===== src/rtl/gamepad_velocity_command_controller_assert.svh =====
// Assertion macros for the gamepad velocity command controller.
// Included by the modules that carry concurrent checks; no other dependencies.
`ifndef GAMEPAD_VELOCITY_COMMAND_CONTROLLER_ASSERT_SVH
`define GAMEPAD_VELOCITY_COMMAND_CONTROLLER_ASSERT_SVH

// Same-cycle implication, disabled while reset is asserted
`define GVCC_ASSERT_IMPLY(lbl, clk, rst_n, ante, cons, msg) \
    lbl: assert property (@(posedge clk) disable iff (!(rst_n)) (ante) |-> (cons)) \
        else $error(msg);

// Next-cycle implication, disabled while reset is asserted
`define GVCC_ASSERT_NEXT(lbl, clk, rst_n, ante, cons, msg) \
    lbl: assert property (@(posedge clk) disable iff (!(rst_n)) (ante) |=> (cons)) \
        else $error(msg);

`endif


===== src/rtl/gvcc_pkg.sv =====
// Shared types and constants for the gamepad velocity command controller.
// No dependencies; compiled before every other file of the block.
`default_nettype none

package gvcc_pkg;

    // Field widths
    localparam int AXIS_W  = 16;
    localparam int VEL_W   = 16;
    localparam int CAP_W   = 15;
    localparam int FRAC_W  = 16;
    localparam int LVL_W   = 2;
    localparam int BTN_N   = 5;
    localparam int PROD_W  = AXIS_W + CAP_W;
    localparam int MULB_W  = FRAC_W + 1;
    localparam int WIDE_W  = PROD_W + MULB_W;

    // Configuration port
    localparam int DATA_W    = 32;
    localparam int REG_N     = 8;
    localparam int REG_IDX_W = $clog2(REG_N);
    localparam int ADDR_W    = REG_IDX_W + 2;

    localparam logic [REG_IDX_W-1:0] REG_LIN_CAP_SLOW   = 3'd0;
    localparam logic [REG_IDX_W-1:0] REG_LIN_CAP_MEDIUM = 3'd1;
    localparam logic [REG_IDX_W-1:0] REG_LIN_CAP_FAST   = 3'd2;
    localparam logic [REG_IDX_W-1:0] REG_ANG_CAP_SLOW   = 3'd3;
    localparam logic [REG_IDX_W-1:0] REG_ANG_CAP_MEDIUM = 3'd4;
    localparam logic [REG_IDX_W-1:0] REG_ANG_CAP_FAST   = 3'd5;
    localparam logic [REG_IDX_W-1:0] REG_LIN_INC_FRAC   = 3'd6;
    localparam logic [REG_IDX_W-1:0] REG_ANG_INC_FRAC   = 3'd7;

    localparam logic [CAP_W-1:0]  CAP_SLOW_RST   = 15'd8192;
    localparam logic [CAP_W-1:0]  CAP_MEDIUM_RST = 15'd16384;
    localparam logic [CAP_W-1:0]  CAP_FAST_RST   = 15'd32767;
    localparam logic [FRAC_W-1:0] INC_FRAC_RST   = 16'd6554;

    // Cap level codes; the fourth code is never reached from reset
    localparam logic [LVL_W-1:0] LVL_SLOW   = 2'd0;
    localparam logic [LVL_W-1:0] LVL_MEDIUM = 2'd1;
    localparam logic [LVL_W-1:0] LVL_FAST   = 2'd2;

    typedef struct packed {
        logic [CAP_W-1:0]  lin_cap_slow;
        logic [CAP_W-1:0]  lin_cap_medium;
        logic [CAP_W-1:0]  lin_cap_fast;
        logic [CAP_W-1:0]  ang_cap_slow;
        logic [CAP_W-1:0]  ang_cap_medium;
        logic [CAP_W-1:0]  ang_cap_fast;
        logic [FRAC_W-1:0] lin_increment_frac;
        logic [FRAC_W-1:0] ang_increment_frac;
    } t_cfg;

    typedef struct packed {
        logic signed [AXIS_W-1:0] axis_lin_absolute;
        logic signed [AXIS_W-1:0] axis_lin_rate;
        logic signed [AXIS_W-1:0] axis_ang_absolute;
        logic signed [AXIS_W-1:0] axis_ang_rate;
        logic                     soft_brake_btn;
        logic                     hard_brake_btn;
        logic                     lock_btn;
        logic                     lin_cap_btn;
        logic                     ang_cap_btn;
        logic                     lin_mode_btn;
        logic                     ang_mode_btn;
    } t_sample;

    typedef struct packed {
        logic signed [VEL_W-1:0] linear_velocity;
        logic signed [VEL_W-1:0] angular_velocity;
        logic                    locked_out;
        logic                    braking_out;
        logic                    motor_enable_pulse;
        logic                    motor_disable_pulse;
        logic [LVL_W-1:0]        lin_cap_level;
        logic [LVL_W-1:0]        ang_cap_level;
    } t_result;

    // Controller to datapath
    typedef struct packed {
        logic load;     // take the sample, run the button logic
        logic mul_ax;   // axis times cap
        logic mul_fr;   // product times increment fraction
        logic fin;      // round, accumulate, clip, write velocity
        logic chan;     // 0 linear, 1 angular
        logic publish;  // load the output register
    } t_cmd;

    // Datapath to controller
    typedef struct packed {
        logic update;   // unlocked and not braking
        logic out_free; // output register can take a result
    } t_status;

endpackage

`default_nettype wire


===== src/rtl/gvcc_if.sv =====
// Handshake channels of the gamepad velocity command controller.
// Depends on gvcc_pkg for field widths.
`default_nettype none

interface gvcc_sample_if;
    import gvcc_pkg::*;

    logic                     valid;
    logic                     ready;
    logic signed [AXIS_W-1:0] axis_lin_absolute;
    logic signed [AXIS_W-1:0] axis_lin_rate;
    logic signed [AXIS_W-1:0] axis_ang_absolute;
    logic signed [AXIS_W-1:0] axis_ang_rate;
    logic                     soft_brake_btn;
    logic                     hard_brake_btn;
    logic                     lock_btn;
    logic                     lin_cap_btn;
    logic                     ang_cap_btn;
    logic                     lin_mode_btn;
    logic                     ang_mode_btn;

    modport source (
        output valid, axis_lin_absolute, axis_lin_rate, axis_ang_absolute, axis_ang_rate,
        output soft_brake_btn, hard_brake_btn, lock_btn, lin_cap_btn, ang_cap_btn,
        output lin_mode_btn, ang_mode_btn,
        input  ready
    );

    modport sink (
        input  valid, axis_lin_absolute, axis_lin_rate, axis_ang_absolute, axis_ang_rate,
        input  soft_brake_btn, hard_brake_btn, lock_btn, lin_cap_btn, ang_cap_btn,
        input  lin_mode_btn, ang_mode_btn,
        output ready
    );
endinterface

interface gvcc_command_if;
    import gvcc_pkg::*;

    logic                    valid;
    logic                    ready;
    logic signed [VEL_W-1:0] linear_velocity;
    logic signed [VEL_W-1:0] angular_velocity;
    logic                    locked_out;
    logic                    braking_out;
    logic                    motor_enable_pulse;
    logic                    motor_disable_pulse;
    logic [LVL_W-1:0]        lin_cap_level;
    logic [LVL_W-1:0]        ang_cap_level;

    modport source (
        output valid, linear_velocity, angular_velocity, locked_out, braking_out,
        output motor_enable_pulse, motor_disable_pulse, lin_cap_level, ang_cap_level,
        input  ready
    );

    modport sink (
        input  valid, linear_velocity, angular_velocity, locked_out, braking_out,
        input  motor_enable_pulse, motor_disable_pulse, lin_cap_level, ang_cap_level,
        output ready
    );
endinterface

`default_nettype wire


===== src/rtl/gamepad_velocity_command_controller.sv =====
// Gamepad velocity command controller.
//
// Usage:
//   i_sample  : one gamepad sample per item (four Q1.15 stick axes, seven
//               button levels). Taken when valid and ready are both high.
//   o_command : one velocity command per sample (linear and angular velocity,
//               lock and brake flags, enable/disable pulses, cap levels).
//   APB port  : eight configuration registers at byte addresses 4*i; write only
//               while the block is idle. pready is tied high.
// Sequence:
//   An item that drives the velocities steps through an axis product, a fraction
//   product and a finish step for each channel, then the publish state; an item
//   that finds the block locked or braking goes from the linear axis product
//   straight to publish. The steps follow from the single shared multiplier,
//   used twice per channel, plus a finish step per channel.
// Reset (synchronous, active low): velocities zero, locked, not braking, slow
//   caps, absolute mode, all buttons treated as released; registers return to
//   their reset values.
// Stall: the command waits in the output register while ready is low; a new
//   sample is still taken and processed, then held until that register frees.
// Depends on gvcc_pkg, gvcc_if, gvcc_regs, gvcc_ctrl and gvcc_dp.
`default_nettype none

module gamepad_velocity_command_controller (
    input  logic                          i_clk,
    input  logic                          i_rst_n,
    gvcc_sample_if.sink                   i_sample,
    gvcc_command_if.source                o_command,
    input  logic                          psel,
    input  logic                          penable,
    input  logic                          pwrite,
    input  logic [gvcc_pkg::ADDR_W-1:0]   paddr,
    input  logic [gvcc_pkg::DATA_W-1:0]   pwdata,
    output logic [gvcc_pkg::DATA_W-1:0]   prdata,
    output logic                          pready
);
    import gvcc_pkg::*;

    t_cfg    w_cfg;
    t_sample w_sample;
    t_result w_result;
    t_cmd    w_cmd;
    t_status w_status;
    logic    w_in_ready;
    logic    w_out_valid;

    // Register bank: caps per level and the increment fractions
    gvcc_regs u_regs (
        .i_clk   (i_clk),
        .i_rst_n (i_rst_n),
        .psel    (psel),
        .penable (penable),
        .pwrite  (pwrite),
        .paddr   (paddr),
        .pwdata  (pwdata),
        .prdata  (prdata),
        .pready  (pready),
        .o_cfg   (w_cfg)
    );

    // Pack the sample channel into one payload word
    assign w_sample.axis_lin_absolute = i_sample.axis_lin_absolute;
    assign w_sample.axis_lin_rate     = i_sample.axis_lin_rate;
    assign w_sample.axis_ang_absolute = i_sample.axis_ang_absolute;
    assign w_sample.axis_ang_rate     = i_sample.axis_ang_rate;
    assign w_sample.soft_brake_btn    = i_sample.soft_brake_btn;
    assign w_sample.hard_brake_btn    = i_sample.hard_brake_btn;
    assign w_sample.lock_btn          = i_sample.lock_btn;
    assign w_sample.lin_cap_btn       = i_sample.lin_cap_btn;
    assign w_sample.ang_cap_btn       = i_sample.ang_cap_btn;
    assign w_sample.lin_mode_btn      = i_sample.lin_mode_btn;
    assign w_sample.ang_mode_btn      = i_sample.ang_mode_btn;
    assign i_sample.ready             = w_in_ready;

    // Sequencer: ready only between items
    gvcc_ctrl u_ctrl (
        .i_clk      (i_clk),
        .i_rst_n    (i_rst_n),
        .i_in_valid (i_sample.valid),
        .o_in_ready (w_in_ready),
        .i_status   (w_status),
        .o_cmd      (w_cmd)
    );

    // Datapath: flags, shared multiplier and output register
    gvcc_dp u_dp (
        .i_clk       (i_clk),
        .i_rst_n     (i_rst_n),
        .i_cfg       (w_cfg),
        .i_sample    (w_sample),
        .i_cmd       (w_cmd),
        .o_status    (w_status),
        .o_out_valid (w_out_valid),
        .i_out_ready (o_command.ready),
        .o_out       (w_result)
    );

    // Unpack the output register onto the command channel
    assign o_command.valid               = w_out_valid;
    assign o_command.linear_velocity     = w_result.linear_velocity;
    assign o_command.angular_velocity    = w_result.angular_velocity;
    assign o_command.locked_out          = w_result.locked_out;
    assign o_command.braking_out         = w_result.braking_out;
    assign o_command.motor_enable_pulse  = w_result.motor_enable_pulse;
    assign o_command.motor_disable_pulse = w_result.motor_disable_pulse;
    assign o_command.lin_cap_level       = w_result.lin_cap_level;
    assign o_command.ang_cap_level       = w_result.ang_cap_level;

endmodule

`default_nettype wire


===== src/rtl/gvcc_regs.sv =====
// Configuration register bank with an APB-style write and read port.
// Depends on gvcc_pkg for register indexes, reset values and t_cfg.
`default_nettype none

module gvcc_regs (
    input  logic                          i_clk,
    input  logic                          i_rst_n,
    input  logic                          psel,
    input  logic                          penable,
    input  logic                          pwrite,
    input  logic [gvcc_pkg::ADDR_W-1:0]   paddr,
    input  logic [gvcc_pkg::DATA_W-1:0]   pwdata,
    output logic [gvcc_pkg::DATA_W-1:0]   prdata,
    output logic                          pready,
    output gvcc_pkg::t_cfg                o_cfg
);
    import gvcc_pkg::*;

    t_cfg                 r_cfg;
    t_cfg                 n_cfg;
    logic                 w_wr;
    logic [REG_IDX_W-1:0] w_idx;

    assign pready = 1'b1;
    assign w_wr   = psel && penable && pwrite && pready;
    assign w_idx  = paddr[ADDR_W-1:2];
    assign o_cfg  = r_cfg;

    always_comb begin
        n_cfg = r_cfg;
        if (w_wr) begin
            unique case (w_idx)
                REG_LIN_CAP_SLOW:   n_cfg.lin_cap_slow       = pwdata[CAP_W-1:0];
                REG_LIN_CAP_MEDIUM: n_cfg.lin_cap_medium     = pwdata[CAP_W-1:0];
                REG_LIN_CAP_FAST:   n_cfg.lin_cap_fast       = pwdata[CAP_W-1:0];
                REG_ANG_CAP_SLOW:   n_cfg.ang_cap_slow       = pwdata[CAP_W-1:0];
                REG_ANG_CAP_MEDIUM: n_cfg.ang_cap_medium     = pwdata[CAP_W-1:0];
                REG_ANG_CAP_FAST:   n_cfg.ang_cap_fast       = pwdata[CAP_W-1:0];
                REG_LIN_INC_FRAC:   n_cfg.lin_increment_frac = pwdata[FRAC_W-1:0];
                REG_ANG_INC_FRAC:   n_cfg.ang_increment_frac = pwdata[FRAC_W-1:0];
                default:            n_cfg = r_cfg;
            endcase
        end
    end

    always_comb begin
        unique case (w_idx)
            REG_LIN_CAP_SLOW:   prdata = DATA_W'(r_cfg.lin_cap_slow);
            REG_LIN_CAP_MEDIUM: prdata = DATA_W'(r_cfg.lin_cap_medium);
            REG_LIN_CAP_FAST:   prdata = DATA_W'(r_cfg.lin_cap_fast);
            REG_ANG_CAP_SLOW:   prdata = DATA_W'(r_cfg.ang_cap_slow);
            REG_ANG_CAP_MEDIUM: prdata = DATA_W'(r_cfg.ang_cap_medium);
            REG_ANG_CAP_FAST:   prdata = DATA_W'(r_cfg.ang_cap_fast);
            REG_LIN_INC_FRAC:   prdata = DATA_W'(r_cfg.lin_increment_frac);
            REG_ANG_INC_FRAC:   prdata = DATA_W'(r_cfg.ang_increment_frac);
            default:            prdata = '0;
        endcase
    end

    always_ff @(posedge i_clk) begin
        if (!i_rst_n) begin
            r_cfg.lin_cap_slow       <= CAP_SLOW_RST;
            r_cfg.lin_cap_medium     <= CAP_MEDIUM_RST;
            r_cfg.lin_cap_fast       <= CAP_FAST_RST;
            r_cfg.ang_cap_slow       <= CAP_SLOW_RST;
            r_cfg.ang_cap_medium     <= CAP_MEDIUM_RST;
            r_cfg.ang_cap_fast       <= CAP_FAST_RST;
            r_cfg.lin_increment_frac <= INC_FRAC_RST;
            r_cfg.ang_increment_frac <= INC_FRAC_RST;
        end else begin
            r_cfg <= n_cfg;
        end
    end

endmodule

`default_nettype wire


===== src/rtl/gvcc_ctrl.sv =====
// Sequencer for one gamepad sample: button logic, then two products and a finish step
// per channel on the shared multiplier, or straight to publish when locked or braking. Depends on gvcc_pkg.
`default_nettype none
`include "gamepad_velocity_command_controller_assert.svh"

module gvcc_ctrl (
    input  logic              i_clk,
    input  logic              i_rst_n,
    input  logic              i_in_valid,
    output logic              o_in_ready,
    input  gvcc_pkg::t_status i_status,
    output gvcc_pkg::t_cmd    o_cmd
);
    import gvcc_pkg::*;

    typedef enum logic [2:0] {
        S_IDLE,
        S_LIN_AX,
        S_LIN_FR,
        S_LIN_FIN,
        S_ANG_AX,
        S_ANG_FR,
        S_ANG_FIN,
        S_PUBLISH
    } t_state;

    t_state r_state;
    t_state n_state;
    logic   w_accept;

    assign o_in_ready = (r_state == S_IDLE);
    assign w_accept   = i_in_valid && o_in_ready;

    always_comb begin
        n_state = r_state;
        o_cmd   = '0;
        unique case (r_state)
            S_IDLE: begin
                if (w_accept) begin
                    o_cmd.load = 1'b1;
                    n_state    = S_LIN_AX;
                end
            end
            S_LIN_AX: begin
                o_cmd.mul_ax = 1'b1;
                // skip the arithmetic when locked or braking
                n_state = i_status.update ? S_LIN_FR : S_PUBLISH;
            end
            S_LIN_FR: begin
                o_cmd.mul_fr = 1'b1;
                n_state      = S_LIN_FIN;
            end
            S_LIN_FIN: begin
                o_cmd.fin = 1'b1;
                n_state   = S_ANG_AX;
            end
            S_ANG_AX: begin
                o_cmd.mul_ax = 1'b1;
                o_cmd.chan   = 1'b1;
                n_state      = S_ANG_FR;
            end
            S_ANG_FR: begin
                o_cmd.mul_fr = 1'b1;
                o_cmd.chan   = 1'b1;
                n_state      = S_ANG_FIN;
            end
            S_ANG_FIN: begin
                o_cmd.fin  = 1'b1;
                o_cmd.chan = 1'b1;
                n_state    = S_PUBLISH;
            end
            S_PUBLISH: begin
                // hold until the output register has room
                if (i_status.out_free) begin
                    o_cmd.publish = 1'b1;
                    n_state       = S_IDLE;
                end
            end
            default: n_state = S_IDLE;
        endcase
    end

    always_ff @(posedge i_clk) begin
        if (!i_rst_n) begin
            r_state <= S_IDLE;
        end else begin
            r_state <= n_state;
        end
    end

    `GVCC_ASSERT_NEXT(a_accept_starts, i_clk, i_rst_n, w_accept, r_state == S_LIN_AX, "accept did not start")
    `GVCC_ASSERT_IMPLY(a_fin_needs_update, i_clk, i_rst_n, o_cmd.fin, i_status.update, "finish while held")
    `GVCC_ASSERT_IMPLY(a_publish_has_room, i_clk, i_rst_n, o_cmd.publish, i_status.out_free, "output overrun")

endmodule

`default_nettype wire


===== src/rtl/gvcc_dp.sv =====
// Datapath: button edge logic, control flags, shared multiplier, rounding,
// accumulation with clipping, and the output register. Depends on gvcc_pkg.
`default_nettype none
`include "gamepad_velocity_command_controller_assert.svh"

module gvcc_dp (
    input  logic              i_clk,
    input  logic              i_rst_n,
    input  gvcc_pkg::t_cfg    i_cfg,
    input  gvcc_pkg::t_sample i_sample,
    input  gvcc_pkg::t_cmd    i_cmd,
    output gvcc_pkg::t_status o_status,
    output logic              o_out_valid,
    input  logic              i_out_ready,
    output gvcc_pkg::t_result o_out
);
    import gvcc_pkg::*;

    function automatic logic [LVL_W-1:0] next_level(input logic [LVL_W-1:0] lv);
        logic [LVL_W-1:0] nl;
        case (lv)
            LVL_SLOW:   nl = LVL_MEDIUM;
            LVL_MEDIUM: nl = LVL_FAST;
            LVL_FAST:   nl = LVL_SLOW;
            default:    nl = lv;
        endcase
        return nl;
    endfunction

    // Control state
    logic signed [VEL_W-1:0] r_lin_vel, n_lin_vel;
    logic signed [VEL_W-1:0] r_ang_vel, n_ang_vel;
    logic                    r_lock, n_lock;
    logic                    r_brake, n_brake;
    logic [LVL_W-1:0]        r_lin_level, n_lin_level;
    logic [LVL_W-1:0]        r_ang_level, n_ang_level;
    logic                    r_lin_incr, n_lin_incr;
    logic                    r_ang_incr, n_ang_incr;
    logic [BTN_N-1:0]        r_released, n_released;
    logic                    r_en, n_en;
    logic                    r_dis, n_dis;
    logic                    r_out_valid, n_out_valid;

    // Payload
    logic signed [AXIS_W-1:0] r_ax_lin, n_ax_lin;
    logic signed [AXIS_W-1:0] r_ax_ang, n_ax_ang;
    logic signed [PROD_W-1:0] r_prod, n_prod;
    logic signed [WIDE_W-1:0] r_wide, n_wide;
    t_result                  r_out, n_out;

    logic [BTN_N-1:0]         w_levels;
    logic [BTN_N-1:0]         w_press;
    logic [CAP_W-1:0]         w_lin_cap;
    logic [CAP_W-1:0]         w_ang_cap;
    logic [CAP_W-1:0]         w_cap;
    logic [FRAC_W-1:0]        w_frac;
    logic signed [AXIS_W-1:0] w_ax;
    logic signed [VEL_W-1:0]  w_old;
    logic                     w_incr;
    logic signed [PROD_W-1:0] w_mul_a;
    logic signed [MULB_W-1:0] w_mul_b;
    logic signed [WIDE_W-1:0] w_mul_p;
    logic signed [PROD_W:0]   w_abs_sum;
    logic signed [WIDE_W-1:0] w_inc_sum;
    logic signed [VEL_W+1:0]  w_nv;
    logic signed [VEL_W+1:0]  w_cap_x;
    logic signed [VEL_W-1:0]  w_fin_v;
    logic signed [VEL_W:0]    w_lin_vel_x, w_lin_cap_x;
    logic signed [VEL_W:0]    w_ang_vel_x, w_ang_cap_x;

    // Cap by level; the unreachable fourth level selects zero
    always_comb begin
        case (r_lin_level)
            LVL_SLOW:   w_lin_cap = i_cfg.lin_cap_slow;
            LVL_MEDIUM: w_lin_cap = i_cfg.lin_cap_medium;
            LVL_FAST:   w_lin_cap = i_cfg.lin_cap_fast;
            default:    w_lin_cap = '0;
        endcase
        case (r_ang_level)
            LVL_SLOW:   w_ang_cap = i_cfg.ang_cap_slow;
            LVL_MEDIUM: w_ang_cap = i_cfg.ang_cap_medium;
            LVL_FAST:   w_ang_cap = i_cfg.ang_cap_fast;
            default:    w_ang_cap = '0;
        endcase
    end

    assign w_cap  = i_cmd.chan ? w_ang_cap : w_lin_cap;
    assign w_frac = i_cmd.chan ? i_cfg.ang_increment_frac : i_cfg.lin_increment_frac;
    assign w_ax   = i_cmd.chan ? r_ax_ang : r_ax_lin;
    assign w_old  = i_cmd.chan ? r_ang_vel : r_lin_vel;
    assign w_incr = i_cmd.chan ? r_ang_incr : r_lin_incr;

    // Shared multiplier: axis x cap, then product x fraction
    assign w_mul_a = i_cmd.mul_fr ? r_prod : {{(PROD_W-AXIS_W){w_ax[AXIS_W-1]}}, w_ax};
    assign w_mul_b = i_cmd.mul_fr ? {1'b0, w_frac} : {{(MULB_W-CAP_W){1'b0}}, w_cap};
    assign w_mul_p = w_mul_a * w_mul_b;

    // Round half up; in rate mode also accumulate and clip to the cap
    assign w_abs_sum = {r_prod[PROD_W-1], r_prod} + (PROD_W+1)'(1 << (CAP_W - 1));
    assign w_inc_sum = r_wide + (WIDE_W'(1) << (2 * CAP_W));
    assign w_nv      = {{2{w_old[VEL_W-1]}}, w_old}
                     + (VEL_W+2)'($signed(w_inc_sum[WIDE_W-1:2*CAP_W+1]));
    assign w_cap_x   = {3'b000, w_cap};

    always_comb begin
        if (!w_incr) begin
            w_fin_v = w_abs_sum[CAP_W +: VEL_W];
        end else if (w_nv > w_cap_x) begin
            w_fin_v = VEL_W'(w_cap_x);
        end else if (w_nv < -w_cap_x) begin
            w_fin_v = VEL_W'(-w_cap_x);
        end else begin
            w_fin_v = w_nv[VEL_W-1:0];
        end
    end

    assign w_levels = {i_sample.ang_mode_btn, i_sample.lin_mode_btn, i_sample.ang_cap_btn,
                       i_sample.lin_cap_btn, i_sample.lock_btn};
    assign w_press  = r_released & w_levels;

    always_comb begin
        n_lin_vel   = r_lin_vel;
        n_ang_vel   = r_ang_vel;
        n_lock      = r_lock;
        n_brake     = r_brake;
        n_lin_level = r_lin_level;
        n_ang_level = r_ang_level;
        n_lin_incr  = r_lin_incr;
        n_ang_incr  = r_ang_incr;
        n_released  = r_released;
        n_en        = r_en;
        n_dis       = r_dis;
        n_ax_lin    = r_ax_lin;
        n_ax_ang    = r_ax_ang;
        n_prod      = r_prod;
        n_wide      = r_wide;
        n_out_valid = r_out_valid;
        n_out       = r_out;

        if (i_cmd.load) begin
            n_en  = 1'b0;
            n_dis = 1'b0;
            if (i_sample.soft_brake_btn || i_sample.hard_brake_btn) begin
                if (!r_brake) begin
                    n_brake   = 1'b1;
                    n_lin_vel = '0;
                    n_ang_vel = '0;
                end
            end else begin
                n_brake = 1'b0;
            end
            if (i_sample.hard_brake_btn && !r_lock) begin
                n_dis  = 1'b1;
                n_lock = 1'b1;
            end
            if (w_press[0]) begin
                if (n_lock) begin
                    n_lock = 1'b0;
                    n_en   = 1'b1;
                end else begin
                    n_lin_vel = '0;
                    n_ang_vel = '0;
                    n_dis     = 1'b1;
                    n_lock    = 1'b1;
                    n_brake   = 1'b0;
                end
            end
            if (w_press[1]) n_lin_level = next_level(r_lin_level);
            if (w_press[2]) n_ang_level = next_level(r_ang_level);
            if (w_press[3]) n_lin_incr  = !r_lin_incr;
            if (w_press[4]) n_ang_incr  = !r_ang_incr;
            n_released = ~w_levels;
            // keep only the stick that the new mode reads
            n_ax_lin = n_lin_incr ? i_sample.axis_lin_rate : i_sample.axis_lin_absolute;
            n_ax_ang = n_ang_incr ? i_sample.axis_ang_rate : i_sample.axis_ang_absolute;
        end

        if (i_cmd.mul_ax) n_prod = w_mul_p[PROD_W-1:0];
        if (i_cmd.mul_fr) n_wide = w_mul_p;

        if (i_cmd.fin) begin
            if (i_cmd.chan) begin
                n_ang_vel = w_fin_v;
            end else begin
                n_lin_vel = w_fin_v;
            end
        end

        if (i_cmd.publish) begin
            n_out_valid               = 1'b1;
            n_out.linear_velocity     = r_lin_vel;
            n_out.angular_velocity    = r_ang_vel;
            n_out.locked_out          = r_lock;
            n_out.braking_out         = r_brake;
            n_out.motor_enable_pulse  = r_en;
            n_out.motor_disable_pulse = r_dis;
            n_out.lin_cap_level       = r_lin_level;
            n_out.ang_cap_level       = r_ang_level;
        end else if (r_out_valid && i_out_ready) begin
            n_out_valid = 1'b0;
        end
    end

    always_ff @(posedge i_clk) begin
        if (!i_rst_n) begin
            r_lin_vel   <= '0;
            r_ang_vel   <= '0;
            r_lock      <= 1'b1;
            r_brake     <= 1'b0;
            r_lin_level <= LVL_SLOW;
            r_ang_level <= LVL_SLOW;
            r_lin_incr  <= 1'b0;
            r_ang_incr  <= 1'b0;
            r_released  <= '1;
            r_en        <= 1'b0;
            r_dis       <= 1'b0;
            r_out_valid <= 1'b0;
        end else begin
            r_lin_vel   <= n_lin_vel;
            r_ang_vel   <= n_ang_vel;
            r_lock      <= n_lock;
            r_brake     <= n_brake;
            r_lin_level <= n_lin_level;
            r_ang_level <= n_ang_level;
            r_lin_incr  <= n_lin_incr;
            r_ang_incr  <= n_ang_incr;
            r_released  <= n_released;
            r_en        <= n_en;
            r_dis       <= n_dis;
            r_out_valid <= n_out_valid;
        end
    end

    always_ff @(posedge i_clk) begin
        r_ax_lin <= n_ax_lin;
        r_ax_ang <= n_ax_ang;
        r_prod   <= n_prod;
        r_wide   <= n_wide;
        r_out    <= n_out;
    end

    assign o_status.update   = !r_lock && !r_brake;
    assign o_status.out_free = !r_out_valid || i_out_ready;
    assign o_out_valid       = r_out_valid;
    assign o_out             = r_out;

    assign w_lin_vel_x = {r_lin_vel[VEL_W-1], r_lin_vel};
    assign w_ang_vel_x = {r_ang_vel[VEL_W-1], r_ang_vel};
    assign w_lin_cap_x = {2'b00, w_lin_cap};
    assign w_ang_cap_x = {2'b00, w_ang_cap};

    `GVCC_ASSERT_IMPLY(a_enable_unlocks, i_clk, i_rst_n, r_out_valid && r_out.motor_enable_pulse, !r_out.locked_out, "enable while locked")
    `GVCC_ASSERT_NEXT(a_lin_within_cap, i_clk, i_rst_n, i_cmd.fin && !i_cmd.chan, w_lin_vel_x <= w_lin_cap_x && w_lin_vel_x >= -w_lin_cap_x, "linear beyond cap")
    `GVCC_ASSERT_NEXT(a_ang_within_cap, i_clk, i_rst_n, i_cmd.fin && i_cmd.chan, w_ang_vel_x <= w_ang_cap_x && w_ang_vel_x >= -w_ang_cap_x, "angular beyond cap")

endmodule

`default_nettype wire

===== src/flat_wrapper.sv =====
// flat-port wrapper written by rule: the top's interface ports become plain ports
module gamepad_velocity_command_controller_flat import gvcc_pkg::*;
  (i_clk, i_rst_n, psel, penable, pwrite, paddr, pwdata, prdata, pready, i_sample_valid, i_sample_axis_lin_absolute, i_sample_axis_lin_rate, i_sample_axis_ang_absolute, i_sample_axis_ang_rate, i_sample_soft_brake_btn, i_sample_hard_brake_btn, i_sample_lock_btn, i_sample_lin_cap_btn, i_sample_ang_cap_btn, i_sample_lin_mode_btn, i_sample_ang_mode_btn, i_sample_ready, o_command_valid, o_command_linear_velocity, o_command_angular_velocity, o_command_locked_out, o_command_braking_out, o_command_motor_enable_pulse, o_command_motor_disable_pulse, o_command_lin_cap_level, o_command_ang_cap_level, o_command_ready);
  gvcc_sample_if i_sample_i ();
  gvcc_command_if o_command_i ();
  input  logic i_clk;
  input  logic i_rst_n;
  input  logic psel;
  input  logic penable;
  input  logic pwrite;
  input  logic [gvcc_pkg::ADDR_W-1:0] paddr;
  input  logic [gvcc_pkg::DATA_W-1:0] pwdata;
  output logic [gvcc_pkg::DATA_W-1:0] prdata;
  output logic pready;
  input wire logic [$bits(i_sample_i.valid)-1:0] i_sample_valid;
  input wire logic [$bits(i_sample_i.axis_lin_absolute)-1:0] i_sample_axis_lin_absolute;
  input wire logic [$bits(i_sample_i.axis_lin_rate)-1:0] i_sample_axis_lin_rate;
  input wire logic [$bits(i_sample_i.axis_ang_absolute)-1:0] i_sample_axis_ang_absolute;
  input wire logic [$bits(i_sample_i.axis_ang_rate)-1:0] i_sample_axis_ang_rate;
  input wire logic [$bits(i_sample_i.soft_brake_btn)-1:0] i_sample_soft_brake_btn;
  input wire logic [$bits(i_sample_i.hard_brake_btn)-1:0] i_sample_hard_brake_btn;
  input wire logic [$bits(i_sample_i.lock_btn)-1:0] i_sample_lock_btn;
  input wire logic [$bits(i_sample_i.lin_cap_btn)-1:0] i_sample_lin_cap_btn;
  input wire logic [$bits(i_sample_i.ang_cap_btn)-1:0] i_sample_ang_cap_btn;
  input wire logic [$bits(i_sample_i.lin_mode_btn)-1:0] i_sample_lin_mode_btn;
  input wire logic [$bits(i_sample_i.ang_mode_btn)-1:0] i_sample_ang_mode_btn;
  output wire logic [$bits(i_sample_i.ready)-1:0] i_sample_ready;
  output wire logic [$bits(o_command_i.valid)-1:0] o_command_valid;
  output wire logic [$bits(o_command_i.linear_velocity)-1:0] o_command_linear_velocity;
  output wire logic [$bits(o_command_i.angular_velocity)-1:0] o_command_angular_velocity;
  output wire logic [$bits(o_command_i.locked_out)-1:0] o_command_locked_out;
  output wire logic [$bits(o_command_i.braking_out)-1:0] o_command_braking_out;
  output wire logic [$bits(o_command_i.motor_enable_pulse)-1:0] o_command_motor_enable_pulse;
  output wire logic [$bits(o_command_i.motor_disable_pulse)-1:0] o_command_motor_disable_pulse;
  output wire logic [$bits(o_command_i.lin_cap_level)-1:0] o_command_lin_cap_level;
  output wire logic [$bits(o_command_i.ang_cap_level)-1:0] o_command_ang_cap_level;
  input wire logic [$bits(o_command_i.ready)-1:0] o_command_ready;
  assign i_sample_i.valid = i_sample_valid;
  assign i_sample_i.axis_lin_absolute = i_sample_axis_lin_absolute;
  assign i_sample_i.axis_lin_rate = i_sample_axis_lin_rate;
  assign i_sample_i.axis_ang_absolute = i_sample_axis_ang_absolute;
  assign i_sample_i.axis_ang_rate = i_sample_axis_ang_rate;
  assign i_sample_i.soft_brake_btn = i_sample_soft_brake_btn;
  assign i_sample_i.hard_brake_btn = i_sample_hard_brake_btn;
  assign i_sample_i.lock_btn = i_sample_lock_btn;
  assign i_sample_i.lin_cap_btn = i_sample_lin_cap_btn;
  assign i_sample_i.ang_cap_btn = i_sample_ang_cap_btn;
  assign i_sample_i.lin_mode_btn = i_sample_lin_mode_btn;
  assign i_sample_i.ang_mode_btn = i_sample_ang_mode_btn;
  assign i_sample_ready = i_sample_i.ready;
  assign o_command_valid = o_command_i.valid;
  assign o_command_linear_velocity = o_command_i.linear_velocity;
  assign o_command_angular_velocity = o_command_i.angular_velocity;
  assign o_command_locked_out = o_command_i.locked_out;
  assign o_command_braking_out = o_command_i.braking_out;
  assign o_command_motor_enable_pulse = o_command_i.motor_enable_pulse;
  assign o_command_motor_disable_pulse = o_command_i.motor_disable_pulse;
  assign o_command_lin_cap_level = o_command_i.lin_cap_level;
  assign o_command_ang_cap_level = o_command_i.ang_cap_level;
  assign o_command_i.ready = o_command_ready;
  gamepad_velocity_command_controller u_core (.i_clk(i_clk), .i_rst_n(i_rst_n), .i_sample(i_sample_i), .o_command(o_command_i), .psel(psel), .penable(penable), .pwrite(pwrite), .paddr(paddr), .pwdata(pwdata), .prdata(prdata), .pready(pready));
endmodule

===== config.mk =====
export PLATFORM = sky130hd
export DESIGN_NAME = gamepad_velocity_command_controller_flat
export DESIGN_NICKNAME = d
export VERILOG_FILES = /design/src/rtl/gvcc_pkg.sv /design/src/rtl/gvcc_if.sv /design/src/rtl/gamepad_velocity_command_controller.sv /design/src/rtl/gvcc_regs.sv /design/src/rtl/gvcc_ctrl.sv /design/src/rtl/gvcc_dp.sv /design/src/flat_wrapper.sv
export VERILOG_INCLUDE_DIRS = /design/src /design/src/rtl
export SDC_FILE = /design/constraint.sdc
export NUM_CORES = 2
export LEC_CHECK = 0
export ABC_AREA = 0
export BUFFER_PORTS_ARGS = -buffer_cell sky130_fd_sc_hd__buf_4
export CAP_MARGIN = 0
export CORE_MARGIN = 5
export CORE_UTILIZATION = 40
export DETAILED_ROUTE_END_ITERATION = 16
export GPL_TIMING_DRIVEN = 0
export HOLD_SLACK_MARGIN = 0.02
export SLEW_MARGIN = 30
export SYNTH_ARGS = -nofsm -noshare
export SYNTH_HDL_FRONTEND = slang
export SYNTH_HIERARCHICAL = 1
export SYNTH_SLANG_ARGS = --single-unit

===== constraint.sdc =====
create_clock -name i_clk -period 28.5 [get_ports i_clk]
set_input_delay 1.425 -clock i_clk [delete_from_list [all_inputs] [get_ports i_clk]]
set_output_delay 1.425 -clock i_clk [all_outputs]
set_load 0.03 [all_outputs]

* Word-level counts from Yosys, hierarchy flattened *
Cells that the tools add are included.

word-level totals
  ROM bits = 0
  output and inout port bits = 75
  input port bits = 115
  register bits after elaboration = 324
  logic and storage cells = 158
  memories kept = 0
  memory bits (writable) = 0
  latch bits = 0

operators by class
  reduce and logical (&&, ||, !) cells = 35
  mux-type cells = 61
  order comparisons = 2
  $mul = 1
  bitwise logic cells = 2
  shift operators = 0
  divide/modulo/power cells = 0
  equal/unequal tests = 20
  add/sub/neg operators = 4

operators with widths
  kind                                                  count
  two-way mux 16 bit                                    23
  one-hot mux 32 bit (8 select lines)                   1
  one-hot mux 15 bit (3 select lines)                   2
  adder 48 x 32 -> 48 bit (second input constant)       1
  multiplier 31 x 17 -> 48 bit                          1
  adder 31 x 16 -> 31 bit (second input constant)       1
  two-way mux 31 bit                                    1
  two-way mux 1 bit                                     27
  equality test 3 bit (second input constant)           8
  one-hot mux 3 bit (8 select lines)                    1
  adder 16 x 17 -> 18 bit                               1
  > comparator 18 x 16 -> 1 bit                         1
  less-than comparator 18 bit                           1
  negation 15 -> 18 bit                                 1
  AND reduction 2 bit                                   9
  two-way mux 15 bit                                    1
  equality test 3 x 2 -> 1 bit (second input constant)  4
  one-hot mux 2 bit (3 select lines)                    2
  two-way mux 3 bit                                     3
  equality test 3 x 1 -> 1 bit (second input constant)  2
  logical AND 1 bit                                     6
  zero test 3 bit                                       2
  AND reduction 3 bit                                   2
  nonzero test 3 bit                                    2
  12 further kinds                                      22

* Depth between registers and ports, before layout *
  depth after elaboration = 11
  depth in mapped cells = 33
  depth with buffers taken out = 30

* Modules after synthesis *
The synthesis kept the hierarchy.

modules (own cells, without submodules)
  module     area each (µm²)  sequential area each (µm²)  times used  cells each
  gvcc_dp    27680.3          4594.4                      1           3074
  gvcc_regs  5809.3           2442.3                      1           728
  gvcc_ctrl  226.5            60.1                        1           28

* Least setup slack after synthesis *
No wires, ideal clock.

  path kind = register to register
  start point = register u_core.u_ctrl.r_state[0]
  end point = register u_core.u_dp.r_wide[44], data pin
  path slack = 19.500 ns
  path buffers = 4
  setup time = 0.261 ns
  cell stages (with the launch flop) = 31
  arrival = 8.739 ns
  cell sequence = dfxtp_1 -> buf_2 -> nand2_1 -> o21ai_0 -> clkbuf_1 -> buf_1 -> clkbuf_1 -> nand2_1 -> o21ai_1 -> nand2_1 -> fa_1 -> inv_1 -> fa_1 -> inv_1 -> fa_1 -> inv_1 -> fa_1 -> fa_1 -> inv_1 -> fa_1 -> inv_1 -> ha_1 -> a21oi_1 -> o21ai_0 -> a311oi_1 -> o21ai_0 -> or3_1 -> a31o_2 -> a21oi_1 -> nor3_1 -> a311o_1

RTL lines
  item                    line             source
  start, declared         gvcc_ctrl.sv:27  t_state r_state;
  start signal, assigned  gvcc_ctrl.sv:87  r_state <= n_state;
  end signal, assigned    gvcc_dp.sv:238   r_wide <= n_wide;
  end, declared           gvcc_dp.sv:48    logic signed [WIDE_W-1:0] r_wide, n_wide;

==> impl_metrics.yaml <==
run_status:
  run_status: "finished clean"
finish:
  layout_commonest_cell: "inv_1"
  n_antenna_cell: 0
  n_fill_cell: 8239
  final_layout_size_suffix_gt1_share_pct: 9.56
  multi_input_area_um2: 23300
  nets: 4792
  ff_latch_area_um2: 7100
  most-common-layout-cells: "inv_1 (631), nand2_1 (619), fa_1 (476)"
  syn_to_final_growth_pct: 10.8
placement:
  hpwl_mm: 91.1
  gp_congestion: 0.970
  portBuffers: 139
timing:
  finalSetupViolations: 0
  min_period_ps: 11180
  fin_crit_sh_pct: 39.2
  fmax_mhz: 89.5
  final_max_slew_viol_count: 0
  rsz0062_at_grt: "false"
  tightest_slew_ps: 1110
  relSlewSlack_pct: 25.0
  finClkSkew_ps: 31.1
  fin_setup_tns_ps: 0
  hold_violations: 0
setup_path:
  cpPeakStageDelay_ps: 770
  cp.arrival_ps: 11490
  cpMaxStageDelayCell: "o22ai_1"
  path_buf_inv: 9
  critPathLaunchType: "register"
  crit_family: "adder cells"
  crit_path_frequent_cell: "fa_1"
  path_max_fanout: 10
  path_class: "reg2reg"
  cp-end-kind: "register"
  cp.required_ps: 28820
synth:
  post_synth.cell_area_avg_um2: 8.80
  synth-main-ff-cell: "dfxtp_1"
  ys_warn_count: 6
  yosys_register_bits: 294
  synthesis.area_um2: 33700
  async_flop_share_pct: 0
  ys_seq_area_share_pct: 21.0
  synth_cell_types: 90
  synth_edf_count: 121
  netlist_instances: 3830
clock_tree:
  cts_max_path_buffers: 3
  postCtsHoldBufs: 0
  clk_pin_slew_worst_paths_ps: 70
  worstSkewPairLatency_ps: 600
  cts-root-buf: "clkbuf_16"
  htree_levels: 1
  cts_tree: "yes"
  cts_buffers: 30
  cts.sinks: 294
  cts_setup_buffers: 0
  postCtsResizedCells: 0
floorplanning:
  start_util_pct: 40.3
  die_area_um2: 90200
  die_w_um: 300
  coreArea_um2: 83700
  std_cell_rows: 106
  die_y_um: 300
  ios: 190
global_route:
  first_global_vias: 28500
  grt_overflow: 0
  antenna_found_initial: 1
  grt_pass1_wl_mm: 172
  grt_max_degree: 30
  grt_usage_pct: 24.6
detailed_routing:
  finalWirelength_mm: 111
  drt_iter0_drc: 2548
  avgRoutedWirePerCell_um: 21.5
  num_vias: 27700
  dr.pass1.iters: 7
  avgViaCountPerCell: 5.34
  drc: 0
  ant_nets: 0
job:
  cap_violations: 0
hold_path:
  hp-class: "reg2reg"
[cells in the mapped netlist, types with 17 or more instances]
library cell,n,area [um^2]
buf_2,43,215
a21boi_0,48,360
o21ai_1,22,110
o21a_1,42,315
nor2b_1,24,150
nor2_1,317,1190
a222oi_1,30,300
buf_4,29,218
nor3_1,23,115
nand2_1,619,2320
and2_1,26,163
a22o_1,26,228
nand2b_1,23,144
nand3_1,83,415
fa_1,476,9530
o211ai_1,17,128
a21oi_1,115,576
a221oi_1,29,254
mux2_2,58,653
xnor2_1,76,666
a211oi_1,20,150
xor2_1,29,254
edfxtp_1,121,3630
ha_1,178,2230
o21ai_0,105,526
inv_1,630,2360
clkbuf_1,133,499
dfxtp_1,173,3460
a21o_1,17,128
a21boi_1,36,270
mux2i_1,49,490
[cells by family (layout without fill, tap and decap cells)]
group	after synthesis	in the layout	share of synthesized area, %
other cells	2	17	0.0223
buf+inv	854	1056	10.1
compound gates	603	603	12.3
flops	294	294	21.0
xor+xnor	105	105	2.73
fa+ha+maj	654	654	34.9
mux	111	111	3.53
simple gates	1207	1207	15.3
[state kept, by name (all words and copies together), names as in the netlist]
| name | count |
|---|---|
| u_core/u_dp/o_out | 40 |
| u_core/u_dp/r_en | 1 |
| u_core/u_dp/r_lin_vel | 16 |
| u_core/u_dp/r_lin_level | 2 |
| u_core/u_regs/o_cfg | 122 |
| u_core/u_dp/r_dis | 1 |
| u_core/u_dp/r_ax_ang | 16 |
| u_core/u_dp/r_brake | 1 |
| u_core/u_dp/r_ang_vel | 16 |
| u_core/u_dp/o_out_valid | 1 |
| u_core/u_dp/r_released | 5 |
| u_core/u_dp/r_lin_incr | 1 |
| u_core/u_dp/r_lock | 1 |
| u_core/u_dp/r_ang_incr | 1 |
| u_core/u_dp/r_ang_level | 2 |
| u_core/u_dp/r_ax_lin | 16 |
| u_core/u_ctrl/r_state | 3 |
| u_core/u_dp/r_prod | 31 |
| u_core/u_dp/r_wide | 18 |
[path summary, 6_finish.rpt]
check             cells after the start                      from                      to  slack, ps
hold reg to reg                       0         u_core/u_dp/r_dis    u_core/u_dp/o_out[4]        420
setup reg to reg                     30  u_core/u_ctrl/r_state[2]  u_core/u_dp/r_wide[44]      17320
hold / removal                        0         u_core/u_dp/r_dis    u_core/u_dp/o_out[4]        420
setup / recovery                     30  u_core/u_ctrl/r_state[2]  u_core/u_dp/r_wide[44]      17320
[per-stage QoR]
stage	util (%)	cell area [um^2]	instances	setup WS [ps]	hold slack [ps]
after CTS	44.6	37400	5181	17410	427
after global routing	44.6	37400	5181	17070	447
after detailed placement	43.5	36400	5125	17480	407
final	44.6	37400	5181	17320	423
after floorplan	-	33800	3845	19500	401
after global placement	43.3	36200	5118	16080	406
[layer usage]
metal / GRT usage, % / routed length [um]
met5: 0 / 20
met4: 7.79 / 4060
met1: 32.8 / 45900
met2: 41.2 / 52100
met3: 3.70 / 9350
[cell type report]
cell class / count / area share, %
clock inverter: 20 / 0.395
clock buffer: 36 / 2.07
inverter: 631 / 6.34
timing repair buffer: 146 / 3.11
tap: 1134 / 3.80
sequential: 294 / 19.0
multi-input combinational: 2697 / 62.5
buffer: 223 / 2.80
Power is not shown: default switching activity piles up to over one toggle a cycle in this logic, so the estimate is an artifact.
